**src/fts_pkg.sv**
```systemverilog
// Shared types, constants and a helper function of the fragment transmit scheduler.
package fts_pkg;

    localparam int QUEUE_DEPTH_DEF   = 8;
    localparam int MAX_FRAGMENTS_DEF = 16;
    localparam int TICK_BITS_DEF     = 32;
    localparam int ID_BITS_DEF       = 32;

    localparam logic [7:0]  MIN_MTU_RESET  = 8'd32;
    localparam logic [7:0]  MAX_MTU_RESET  = 8'd255;
    localparam logic [31:0] DEADLINE_RESET = 32'd60000;

    localparam logic [1:0] REG_MIN_MTU  = 2'd0;
    localparam logic [1:0] REG_MAX_MTU  = 2'd1;
    localparam logic [1:0] REG_DEADLINE = 2'd2;

    localparam logic [1:0] OP_ENQUEUE = 2'd0;
    localparam logic [1:0] OP_PUMP    = 2'd1;
    localparam logic [1:0] OP_CANCEL  = 2'd2;

    localparam logic [1:0] POL_ALLOWED  = 2'd0;
    localparam logic [1:0] POL_DEFERRED = 2'd1;

    localparam logic [1:0] SEND_OK      = 2'd0;
    localparam logic [1:0] SEND_BLOCK   = 2'd1;
    localparam logic [1:0] SEND_DISCONN = 2'd2;
    localparam logic [1:0] SEND_FAIL    = 2'd3;

    localparam logic [2:0] ERR_NONE    = 3'd0;
    localparam logic [2:0] ERR_MTU     = 3'd1;
    localparam logic [2:0] ERR_FULL    = 3'd2;
    localparam logic [2:0] ERR_DUP     = 3'd3;
    localparam logic [2:0] ERR_INVALID = 3'd4;

    localparam logic [9:0] JIT_INITIAL = 10'd250;
    localparam logic [9:0] JIT_RETRY   = 10'd100;
    localparam logic [9:0] JIT_GAP     = 10'd50;
    localparam logic [10:0] REPEAT_GAP = 11'd1000;
    localparam logic [10:0] RETRY_GAP  = 11'd100;

    typedef struct packed {
        logic [1:0]  opcode;
        logic [31:0] now;
        logic [31:0] msg_ident;
        logic [7:0]  mtu;
        logic [4:0]  fragment_count;
        logic [7:0]  random_byte;
        logic [7:0]  link_size;
        logic        link_closed;
        logic [1:0]  policy_status;
        logic [31:0] policy_not_before;
        logic [1:0]  tx_status;
    } in_item_t;

    typedef struct packed {
        logic [2:0]  enqueue_error;
        logic        send_offer;
        logic [31:0] front_message_id;
        logic [3:0]  offer_fragment;
        logic        tx_logged;
        logic        event_valid;
        logic        event_kind;
        logic [3:0]  queued_after;
    } out_item_t;

    // Commands from the controller to the datapath.
    typedef struct packed {
        logic load;     // capture input item
        logic scan;     // compare one queue entry against the new id
        logic exec;     // evaluate and commit the operation
    } fts_cmd_t;

    // Status from the datapath to the controller.
    typedef struct packed {
        logic scan_done;
    } fts_status_t;

    // byte * (top + 1) / 256
    function automatic logic [7:0] jitter(input logic [7:0] b, input logic [9:0] top);
        logic [17:0] p;
        begin
            p = 18'(b) * (18'(top) + 18'd1);
            jitter = p[15:8];
        end
    endfunction

endpackage

```
**src/fragment_transmit_scheduler.sv**
```systemverilog
// Top level of the fragment transmit scheduler.
//
// A queue of outbound messages, each sent fragment by fragment in a first
// pass and then a repeat pass. The input channel (in_valid, in_stall, in_data)
// carries one operation per transfer: enqueue, pump tick or cancel all, with
// the link, policy and send answers for a pump. The output channel (out_valid,
// out_stall, out_data) returns exactly one result per input. Configuration is
// a plain write port (cfg_we, cfg_index, cfg_data) for the MTU bounds and the
// deadline; the user writes it while the block is idle; the block does not check.
//
// Each item passes the idle state, where it is accepted, then the scan state,
// which compares its id against each held message (ended early on a match),
// and then the exec state, where it is evaluated; the length of the scan over
// the queue sets how long an item takes. One item is worked on at a time.
// Reset empties the queue and loads the register defaults. When the
// receiver stalls, the result is held in the output register and the next
// item is captured and scanned, but it is not evaluated until that result's
// transfer completes; the input then stalls.
module fragment_transmit_scheduler #(
    parameter int QUEUE_DEPTH   = fts_pkg::QUEUE_DEPTH_DEF,
    parameter int MAX_FRAGMENTS = fts_pkg::MAX_FRAGMENTS_DEF
) (
    input  logic               clk,
    input  logic               rst_n,
    input  logic               in_valid,
    output logic               in_stall,
    input  fts_pkg::in_item_t  in_data,
    output logic               out_valid,
    input  logic               out_stall,
    output fts_pkg::out_item_t out_data,
    input  logic               cfg_we,
    input  logic [1:0]         cfg_index,
    input  logic [31:0]        cfg_data
);
    fts_pkg::fts_cmd_t    cmd;
    fts_pkg::fts_status_t status;

    fts_ctrl u_ctrl (
        .clk(clk), .rst_n(rst_n), .in_valid(in_valid), .in_stall(in_stall),
        .out_valid(out_valid), .out_stall(out_stall), .cmd(cmd), .status(status)
    );

    fts_dp #(.QUEUE_DEPTH(QUEUE_DEPTH), .MAX_FRAGMENTS(MAX_FRAGMENTS)) u_dp (
        .clk(clk), .rst_n(rst_n), .in_item(in_data), .cmd(cmd), .status(status),
        .result(out_data), .cfg_we(cfg_we), .cfg_index(cfg_index), .cfg_data(cfg_data)
    );
endmodule

```
**src/fts_ram.sv**
```systemverilog
// Generic single-port write, single-port registered-read RAM.
module fts_ram #(
    parameter int WIDTH = 8,
    parameter int DEPTH = 8
) (
    input  logic                     clk,
    input  logic                     we,
    input  logic [$clog2(DEPTH)-1:0] waddr,
    input  logic [WIDTH-1:0]         wdata,
    input  logic [$clog2(DEPTH)-1:0] raddr,
    output logic [WIDTH-1:0]         rdata
);
    logic [WIDTH-1:0] mem [DEPTH];

    always_ff @(posedge clk)
    begin
        if (we)
        begin
            mem[waddr] <= wdata;
        end
        rdata <= mem[raddr];
    end
endmodule

```
**src/fts_ctrl.sv**
```systemverilog
// Controller state machine of the fragment transmit scheduler.
module fts_ctrl (
    input  logic                clk,
    input  logic                rst_n,
    input  logic                in_valid,
    output logic                in_stall,
    output logic                out_valid,
    input  logic                out_stall,
    output fts_pkg::fts_cmd_t   cmd,
    input  fts_pkg::fts_status_t status
);
    typedef enum logic [1:0] {S_IDLE, S_SCAN, S_EXEC} state_t;

    state_t state_reg;
    logic   out_valid_reg;
    logic   out_free;

    assign in_stall  = (state_reg != S_IDLE);
    assign out_valid = out_valid_reg;
    // The output register takes a new result when it is empty or its transfer completes now.
    assign out_free  = !out_valid_reg || !out_stall;

    always_comb
    begin
        cmd.load = (state_reg == S_IDLE) && in_valid;
        cmd.scan = (state_reg == S_SCAN);
        cmd.exec = (state_reg == S_EXEC) && out_free;
    end

    always_ff @(posedge clk or negedge rst_n)
    begin
        if (!rst_n)
        begin
            state_reg     <= S_IDLE;
            out_valid_reg <= 1'b0;
        end
        else
        begin
            case (state_reg)
                S_IDLE:
                begin
                    if (in_valid)
                    begin
                        state_reg <= S_SCAN;
                    end
                end
                S_SCAN:
                begin
                    if (status.scan_done)
                    begin
                        state_reg <= S_EXEC;
                    end
                end
                S_EXEC:
                begin
                    // Wait until the previous result has left.
                    if (out_free)
                    begin
                        state_reg <= S_IDLE;
                    end
                end
                default:
                begin
                    state_reg <= S_IDLE;
                end
            endcase
            if (cmd.exec)
            begin
                out_valid_reg <= 1'b1;
            end
            else if (!out_stall)
            begin
                out_valid_reg <= 1'b0;
            end
        end
    end

    property p_exec_in_state;
        @(posedge clk) disable iff (!rst_n) cmd.exec |-> (state_reg == S_EXEC);
    endproperty
    a_exec_in_state: assert property (p_exec_in_state) else $error("exec outside exec state");

    property p_in_blocked;
        @(posedge clk) disable iff (!rst_n) (state_reg == S_SCAN) |-> in_stall;
    endproperty
    a_in_blocked: assert property (p_in_blocked) else $error("input taken mid-item");

    property p_exec_once;
        @(posedge clk) disable iff (!rst_n)
            (cmd.exec && (!out_valid_reg || !out_stall)) |=> (out_valid && !cmd.exec);
    endproperty
    a_exec_once: assert property (p_exec_once) else $error("result not shown after exec");

    property p_scan_follows_load;
        @(posedge clk) disable iff (!rst_n) cmd.load |=> cmd.scan;
    endproperty
    a_scan_follows_load: assert property (p_scan_follows_load) else $error("scan missing");
endmodule

```
**src/fts_dp.sv**
```systemverilog
// Datapath of the fragment transmit scheduler: queue store, tallies and step logic.
module fts_dp #(
    parameter int QUEUE_DEPTH   = fts_pkg::QUEUE_DEPTH_DEF,
    parameter int MAX_FRAGMENTS = fts_pkg::MAX_FRAGMENTS_DEF
) (
    input  logic                 clk,
    input  logic                 rst_n,
    input  fts_pkg::in_item_t    in_item,
    input  fts_pkg::fts_cmd_t    cmd,
    output fts_pkg::fts_status_t status,
    output fts_pkg::out_item_t   result,
    input  logic                 cfg_we,
    input  logic [1:0]           cfg_index,
    input  logic [31:0]          cfg_data
);
    localparam int QA = (QUEUE_DEPTH > 1) ? $clog2(QUEUE_DEPTH) : 1;
    localparam int FA = (MAX_FRAGMENTS > 1) ? $clog2(MAX_FRAGMENTS) : 1;
    localparam int CW = $clog2(QUEUE_DEPTH + 1);
    localparam int TA = QA + FA;

    fts_pkg::in_item_t  item_reg;
    fts_pkg::out_item_t result_reg;

    logic [7:0]  min_mtu_reg, max_mtu_reg;
    logic [31:0] deadline_reg;

    logic [QA-1:0] head_reg;
    logic [CW-1:0] held_reg;
    logic [CW-1:0] scan_reg;
    logic          dup_reg;

    // Per-slot queue entries held in registers (small, read at head and scan slot).
    logic [31:0] ids     [QUEUE_DEPTH];
    logic [7:0]  mtus    [QUEUE_DEPTH];
    logic [4:0]  totals  [QUEUE_DEPTH];
    logic [31:0] due     [QUEUE_DEPTH];
    logic [31:0] dline   [QUEUE_DEPTH];
    logic        rpt     [QUEUE_DEPTH];
    logic [FA:0] nxt     [QUEUE_DEPTH];

    // Offer tallies: a memory addressed by slot and fragment.
    logic          t_we;
    logic [TA-1:0] t_waddr, t_raddr;
    logic [1:0]    t_wdata, t_rdata;

    fts_ram #(.WIDTH(2), .DEPTH(1 << TA)) u_tally (
        .clk(clk), .we(t_we), .waddr(t_waddr), .wdata(t_wdata),
        .raddr(t_raddr), .rdata(t_rdata)
    );

    // Each slot's tallies are cleared lazily: a per-slot touched mask marks
    // fragments already offered since the enqueue.
    logic [MAX_FRAGMENTS-1:0] touched [QUEUE_DEPTH];

    function automatic logic [31:0] sat_add(input logic [31:0] a, input logic [32:0] b);
        logic [33:0] s;
        begin
            s = {2'b0, a} + {1'b0, b};
            sat_add = (s > 34'h0FFFFFFFF) ? 32'hFFFFFFFF : s[31:0];
        end
    endfunction

    logic [QA-1:0] scan_slot;
    logic [QA-1:0] s;
    logic [QA-1:0] tail;
    logic [FA-1:0] f;
    logic [QA:0]   slot_sum;
    logic [QA:0]   tail_sum;

    // Both sums stay below twice the depth, so one conditional subtract wraps them.
    always_comb
    begin
        slot_sum = {1'b0, head_reg} + (QA+1)'(scan_reg);
        tail_sum = {1'b0, head_reg} + (QA+1)'(held_reg);
        scan_slot = (slot_sum >= (QA+1)'(QUEUE_DEPTH)) ?
                    QA'(slot_sum - (QA+1)'(QUEUE_DEPTH)) : QA'(slot_sum);
        tail      = (tail_sum >= (QA+1)'(QUEUE_DEPTH)) ?
                    QA'(tail_sum - (QA+1)'(QUEUE_DEPTH)) : QA'(tail_sum);
        s = head_reg;
        f = nxt[s][FA-1:0];
    end

    assign status.scan_done = (scan_reg >= held_reg) || dup_reg;
    assign t_raddr = {s, f};
    assign result  = result_reg;

    logic [1:0] tally;
    assign tally = touched[s][f] ? t_rdata : 2'd0;

    // Step evaluation.
    fts_pkg::out_item_t r;
    logic        do_push, do_pop, set_due, set_next, set_rpt, tally_w;
    logic [31:0] due_v;
    logic [FA:0] next_v;
    logic [1:0]  tally_v;
    logic        cancel;
    logic [FA:0] nxt_inc;

    always_comb
    begin
        r = '0;
        do_push = 1'b0; do_pop = 1'b0; set_due = 1'b0; set_next = 1'b0;
        set_rpt = 1'b0; tally_w = 1'b0; cancel = 1'b0;
        due_v = '0; next_v = '0; tally_v = '0;
        nxt_inc = nxt[s] + 1'b1;
        case (item_reg.opcode)
            fts_pkg::OP_ENQUEUE:
            begin
                if (item_reg.mtu < min_mtu_reg || item_reg.mtu > max_mtu_reg)
                    r.enqueue_error = fts_pkg::ERR_MTU;
                else if (held_reg >= CW'(QUEUE_DEPTH))
                    r.enqueue_error = fts_pkg::ERR_FULL;
                else if (dup_reg)
                    r.enqueue_error = fts_pkg::ERR_DUP;
                else if (item_reg.fragment_count == 5'd0 ||
                         32'(item_reg.fragment_count) > 32'(MAX_FRAGMENTS))
                    r.enqueue_error = fts_pkg::ERR_INVALID;
                else
                    do_push = 1'b1;
            end
            fts_pkg::OP_PUMP:
            begin
                if (held_reg != '0)
                begin
                    if (item_reg.now >= dline[s])
                    begin
                        do_pop = 1'b1;
                        if (!rpt[s])
                        begin
                            r.event_valid = 1'b1;
                            r.front_message_id = ids[s];
                        end
                    end
                    else if (item_reg.now < due[s])
                    begin
                    end
                    else if (item_reg.link_size != mtus[s] || item_reg.link_closed)
                    begin
                        do_pop = 1'b1;
                        if (!rpt[s])
                        begin
                            r.event_valid = 1'b1;
                            r.front_message_id = ids[s];
                        end
                    end
                    else if (rpt[s] && tally >= 2'd2)
                    begin
                        set_next = 1'b1; next_v = nxt_inc;
                        if (32'(nxt_inc) >= 32'(totals[s]))
                        begin
                            do_pop = 1'b1;
                        end
                        else
                        begin
                            set_due = 1'b1;
                            due_v = item_reg.now;
                        end
                    end
                    else if (item_reg.policy_status == fts_pkg::POL_DEFERRED)
                    begin
                        set_due = 1'b1;
                        due_v = (item_reg.policy_not_before > item_reg.now) ?
                                item_reg.policy_not_before :
                                sat_add(item_reg.now, 33'(fts_pkg::RETRY_GAP));
                    end
                    else if (item_reg.policy_status != fts_pkg::POL_ALLOWED)
                    begin
                        do_pop = 1'b1;
                        if (!rpt[s])
                        begin
                            r.event_valid = 1'b1;
                            r.front_message_id = ids[s];
                        end
                    end
                    else
                    begin
                        r.send_offer = 1'b1;
                        r.front_message_id = ids[s];
                        r.offer_fragment = 4'(f);
                        tally_v = (tally < 2'd3) ? tally + 2'd1 : tally;
                        tally_w = 1'b1;
                        if (item_reg.tx_status == fts_pkg::SEND_BLOCK ||
                            item_reg.tx_status == fts_pkg::SEND_DISCONN)
                        begin
                            if (tally_v >= 2'd2)
                            begin
                                if (!rpt[s])
                                begin
                                    do_pop = 1'b1; r.event_valid = 1'b1;
                                end
                                else
                                begin
                                    set_next = 1'b1; next_v = nxt_inc;
                                    if (32'(nxt_inc) >= 32'(totals[s]))
                                    begin
                                        do_pop = 1'b1;
                                    end
                                    else
                                    begin
                                        set_due = 1'b1;
                                        due_v = item_reg.now;
                                    end
                                end
                            end
                            else
                            begin
                                set_due = 1'b1;
                                due_v = sat_add(item_reg.now, 33'(fts_pkg::RETRY_GAP) +
                                        33'(fts_pkg::jitter(item_reg.random_byte,
                                                            fts_pkg::JIT_RETRY)));
                            end
                        end
                        else if (item_reg.tx_status == fts_pkg::SEND_FAIL)
                        begin
                            do_pop = 1'b1;
                            if (!rpt[s]) r.event_valid = 1'b1;
                        end
                        else
                        begin
                            r.tx_logged = 1'b1;
                            if (32'(nxt_inc) < 32'(totals[s]))
                            begin
                                set_next = 1'b1; next_v = nxt_inc;
                                set_due = 1'b1;
                                due_v = sat_add(item_reg.now, 33'(fts_pkg::jitter(
                                        item_reg.random_byte, fts_pkg::JIT_GAP)));
                            end
                            else if (!rpt[s])
                            begin
                                set_rpt = 1'b1; set_next = 1'b1; next_v = '0;
                                set_due = 1'b1;
                                due_v = sat_add(item_reg.now, 33'(fts_pkg::REPEAT_GAP) +
                                        33'(fts_pkg::jitter(item_reg.random_byte,
                                                            fts_pkg::JIT_INITIAL)));
                                r.event_valid = 1'b1; r.event_kind = 1'b1;
                            end
                            else
                            begin
                                do_pop = 1'b1;
                            end
                        end
                    end
                end
            end
            fts_pkg::OP_CANCEL:
            begin
                cancel = 1'b1;
            end
            default:
            begin
            end
        endcase
    end

    logic [CW-1:0] held_new;
    always_comb
    begin
        if (cancel) held_new = '0;
        else if (do_push) held_new = held_reg + 1'b1;
        else if (do_pop) held_new = held_reg - 1'b1;
        else held_new = held_reg;
    end

    // The full result, with the count of messages left after the step.
    fts_pkg::out_item_t r_full;
    always_comb
    begin
        r_full = r;
        r_full.queued_after = 4'(held_new);
    end

    assign t_we    = cmd.exec && tally_w;
    assign t_waddr = {s, f};
    assign t_wdata = tally_v;

    always_ff @(posedge clk or negedge rst_n)
    begin
        if (!rst_n)
        begin
            min_mtu_reg  <= fts_pkg::MIN_MTU_RESET;
            max_mtu_reg  <= fts_pkg::MAX_MTU_RESET;
            deadline_reg <= fts_pkg::DEADLINE_RESET;
            head_reg     <= '0;
            held_reg     <= '0;
            scan_reg     <= '0;
            dup_reg      <= 1'b0;
        end
        else
        begin
            if (cfg_we)
            begin
                case (cfg_index)
                    fts_pkg::REG_MIN_MTU:  min_mtu_reg  <= cfg_data[7:0];
                    fts_pkg::REG_MAX_MTU:  max_mtu_reg  <= cfg_data[7:0];
                    fts_pkg::REG_DEADLINE: deadline_reg <= cfg_data;
                    default: ;
                endcase
            end
            if (cmd.load)
            begin
                scan_reg <= '0;
                dup_reg  <= 1'b0;
            end
            else if (cmd.scan && !status.scan_done)
            begin
                if (ids[scan_slot] == item_reg.msg_ident) dup_reg <= 1'b1;
                scan_reg <= scan_reg + 1'b1;
            end
            if (cmd.exec)
            begin
                held_reg <= held_new;
                if (cancel) head_reg <= '0;
                else if (do_pop)
                    head_reg <= (32'(head_reg) == QUEUE_DEPTH - 1) ? '0 : head_reg + 1'b1;
            end
        end
    end

    always_ff @(posedge clk)
    begin
        if (cmd.load)
        begin
            item_reg <= in_item;
        end
        if (cmd.exec)
        begin
            result_reg <= r_full;
            if (do_push)
            begin
                ids[tail]    <= item_reg.msg_ident;
                mtus[tail]   <= item_reg.mtu;
                totals[tail] <= item_reg.fragment_count;
                due[tail]    <= sat_add(item_reg.now, 33'(fts_pkg::jitter(
                                item_reg.random_byte, fts_pkg::JIT_INITIAL)));
                dline[tail]  <= sat_add(item_reg.now, 33'(deadline_reg));
                rpt[tail]    <= 1'b0;
                nxt[tail]    <= '0;
                touched[tail] <= '0;
            end
            if (set_due)  due[s] <= due_v;
            if (set_next) nxt[s] <= next_v;
            if (set_rpt)  rpt[s] <= 1'b1;
            if (tally_w)  touched[s][f] <= 1'b1;
        end
    end
endmodule

```
**config.mk**
```make
export PLATFORM = sky130hd
export DESIGN_NAME = fragment_transmit_scheduler
export DESIGN_NICKNAME = d
export VERILOG_FILES = /design/src/fts_pkg.sv /design/src/fragment_transmit_scheduler.sv /design/src/fts_ram.sv /design/src/fts_ctrl.sv /design/src/fts_dp.sv
export SDC_FILE = /design/constraint.sdc
export NUM_CORES = 2
export LEC_CHECK = 0
export ABC_CLOCK_PERIOD_IN_PS = 8800
export BUFFER_PORTS_ARGS = -buffer_cell sky130_fd_sc_hd__buf_2
export CAP_MARGIN = 5
export CELL_PAD_IN_SITES_DETAIL_PLACEMENT = 1
export CELL_PAD_IN_SITES_GLOBAL_PLACEMENT = 1
export CORE_UTILIZATION = 30
export DETAILED_ROUTE_END_ITERATION = 8
export PLACE_DENSITY_LB_ADDON = 0.25
export RECOVER_POWER = 100
export SYNTH_ARGS = -nofsm -noshare
export SYNTH_HDL_FRONTEND = slang
export SYNTH_SLANG_ARGS = --single-unit
```
**constraint.sdc**
```tcl
create_clock -name clk -period 8.8 [get_ports clk]
set_clock_uncertainty 0.1 [all_clocks]
set_input_delay 0.88 -clock clk [delete_from_list [all_inputs] [get_ports clk]]
set_output_delay 0.88 -clock clk [all_outputs]
set_load 0.1 [all_outputs]
```
==> summary.md <==
| Metric | Value |
|---|---|
| Synth top area cells | edfxtp_1 (60%), mux4_2 (9.3%), ha_1 (4.7%) |
| Hpwl dp | 166 mm |
| WP data required | 9.24 ns |
| Clock buffer depth | 3 |
| Most used cell, CP | a21oi_1 |
| Die W | 501 um |
| Crit-path max cell delay | 0.57 ns |
| Crit path max fanout | 8 |
| Fmax | 119 MHz |
| Synth top area share | 59.5% |
| Clk Latency, worst-skew pair | 0.85 ns |
| Final Hold Vio Count | 0 |
| FP Rows | 183 |
| Cell taking the most area after synthesis | edfxtp_1 |
| Run status | finished, violations left |
| Worst-case reg-to-reg path depth | 28 |
| Maximum vdd drop | 1.03 mV |
| DRC | 0 |
| Filler instances | 25,966 |
| Cell area after layout | 86,100 um2 |
| Setup CP Type | register to register |
| Slowest cell on crit path | fa_1 |
| Hold Crit Depth | 1 |
| Iter 0 DRT Violations | 4,179 |
| Final worst path period share | 95.7% |
| Most frequent cells after synthesis | edfxtp_1 (1,483), nor2_1 (469), nand2_1 (332), mux4_2 (310), ha_1 (282) |
| Starting density of the core | 30.1% |
| Largest net degree at the start of global routing | 87 |
| Drt wl/cell | 27.6 um |
| Final net count | 6,018 |
| CP arrival | 8.86 ns |
| Worst Setup Start Kind | register |
| Drt pass-1 iters | 5 |
| P per Cell Area | 409 nW/um2 |
| Crit end category | register |
| Share of layout cells above drive strength 1 | 17.5% |
| CTS Buf Count | 168 |
| Post-DRT Antenna Nets | 0 |
| Synth cell types | 96 |
| Num ports | 220 |
| Most frequent cell after synthesis | edfxtp_1 |
| Final setup violation count | 0 |
| Max-slew violations | 961 |
| Area post-placement | 81,300 um2 |
| CTS H-Tree Depth | 4 |
| Vias in the first global route | 50,294 |
| Syn avg cell area | 14.5 um2 |
| Final core occ | 34.7% |
| Post-synthesis cell count | 5,163 |
| Area growth syn-to-layout | 15.1% |
| Register area share after synthesis | 61.7% |
| GR Overflow Total | 0 |
| Slew margin rel. | -161% |
| Actual slew at the worst max-slew pin | 3.91 ns |
| Mapped cell area | 74,800 um2 |
| Max-cap violation count | 24 |
| Clock slew at reported path FFs | 0.06 ns |
| All-layer global routing usage | 19.6% |
| Min cycle time layout | 8.43 ns |
| Port Buf Inserts | 219 |
| Post-synth EDFFs | 1,483 |
| Vias/cell | 5.29 |
| First-pass GRT wire length | 359 mm |
| Root buf cell | clkbuf_16 |
| Clock Sinks | 1,548 |
| Total Routed Length | 248 mm |
| Failing checks | capacitance limit, slew limit |
| Top_reg_cell synth | edfxtp_1 |
| #FFs+latches synth | 1,548 |
| YS warnings | 0 |
| RD Place Congestion | 0.947 |
| Die ar. | 251,000 um2 |
| Post-synth net total | 5,657 |
| Placed cell count | 8,682 |
| CTS tree | yes |
| Non-Filler Instances | 8,989 |
| RSZ-0062 raised after global routing | false |
| Leakage | 28.7 nW |
| Die height | 501 um |
| Placeable Area | 248,000 um2 |
| Worst min-delay path category | input port to register |
| Initial antenna violation count | 17 |
| Asr flop ratio synth | 4.07% |
| Setup TNS | 0 ns |
| Detailed-route via count | 47,579 |
-- metrics by stage --
stage	total power [W]	hold slack, ns	setup slack (ns)
2_1_floorplan	0.0221	0.380	0.0145
3_3_place_gp	0.0283	0.403	0.263
3_5_place_dp	0.0284	0.406	0.128
4_1_cts	0.0356	0.0229	0.0777
5_1_grt	0.0372	0.0402	0.0147
6_report	0.0353	0.102	0.375
-- cell usage in the layout (no fill, tap or decap), drive strengths merged, types with 23 or more instances in the layout --
cell type / n
ha: 282
xor2: 50
a31oi: 30
o211ai: 34
a221oi: 23
inv: 180
nor2b: 29
fa: 41
nand4: 46
nor3: 86
a21o: 67
a22oi: 46
nand2b: 35
o21a: 25
mux4: 310
a21oi: 216
nand2: 333
mux2: 59
nor2: 471
clkinv: 78
and3: 30
a211oi: 26
buf: 249
nand3: 123
clkbuf: 397
dfrtp: 47
edfxtp: 1483
mux2i: 204
xnor2: 141
o21ai: 180
-- per-layer routing --
| metal | GRT usage [%] | vias up | wire [um] |
|---|---|---|---|
| met2 | 32.4 | 1316 | 119000 |
| met1 | 26.4 | 25122 | 109000 |
| met4 | 5.84 | 12 | 7420 |
| li1 | - | 20749 | - |
| met5 | 0 | - | 86 |
| met3 | 2.94 | 380 | 12500 |
-- worst max-delay path: cells and delay by family, from the launching register on --
kind	cells	cell delay, ns
flops	1	0.51
buf+inv	4	0.66
fa+ha+maj	6	2.61
simple gates	6	1.46
xor+xnor	2	0.36
compound gates	10	2.47
-- where the power goes --
part | leakage, nW | internal [W] | switching [W]
logic | 11.5 | 0.00635 | 0.0117
registers | 14.6 | 0.00989 | 0.000381
clock network | 2.62 | 0.00393 | 0.00305
-- repair_timing --
action                                  in CTS  in global routing
endpoints found under the hold margin        9                  0
hold buffers                                 1                  0
setup buffers                                0                  1
endpoints found under the setup margin       0                168
gates resized for setup                      0                  4
-- cell families after synthesis --
group	synth area share, %
fa+ha+maj	5.82
simple gates	7.50
xor+xnor	2.24
buf+inv	2.34
mux	12.9
compound gates	7.46
flops	61.7
-- worst paths after layout --
check                                   endpoint             startpoint  slack (ns)
setup / recovery                  u_dp.due[5][4]      u_dp.item_reg[46]        0.37
hold / removal                 u_dp.item_reg[72]            in_data[72]        0.10
setup reg to reg                  u_dp.due[5][4]      u_dp.item_reg[46]        0.37
hold reg to reg            u_dp.deadline_reg[24]  u_dp.deadline_reg[24]        0.42
max in group asynchronous       u_dp.head_reg[0]                  rst_n        3.81
min in group asynchronous  u_dp.deadline_reg[12]                  rst_n        0.50
-- layout make-up --
| type | instances | area, um2 | area share [%] |
|---|---|---|---|
| Sequential cell | 1548 | 46200 | 53.6 |
| Multi-Input combinational cell | 3173 | 27100 | 31.5 |
| Clock buffer | 199 | 4360 | 5.06 |
| Tap cell | 3330 | 4170 | 4.84 |
| Timing Repair Buffer | 448 | 2510 | 2.92 |
| Clock inverter | 102 | 1040 | 1.21 |
| Inverter | 185 | 706 | 0.819 |
| Antenna cell | 4 | 10.0 | 0.0116 |
Power figures use the tool's default switching activity.
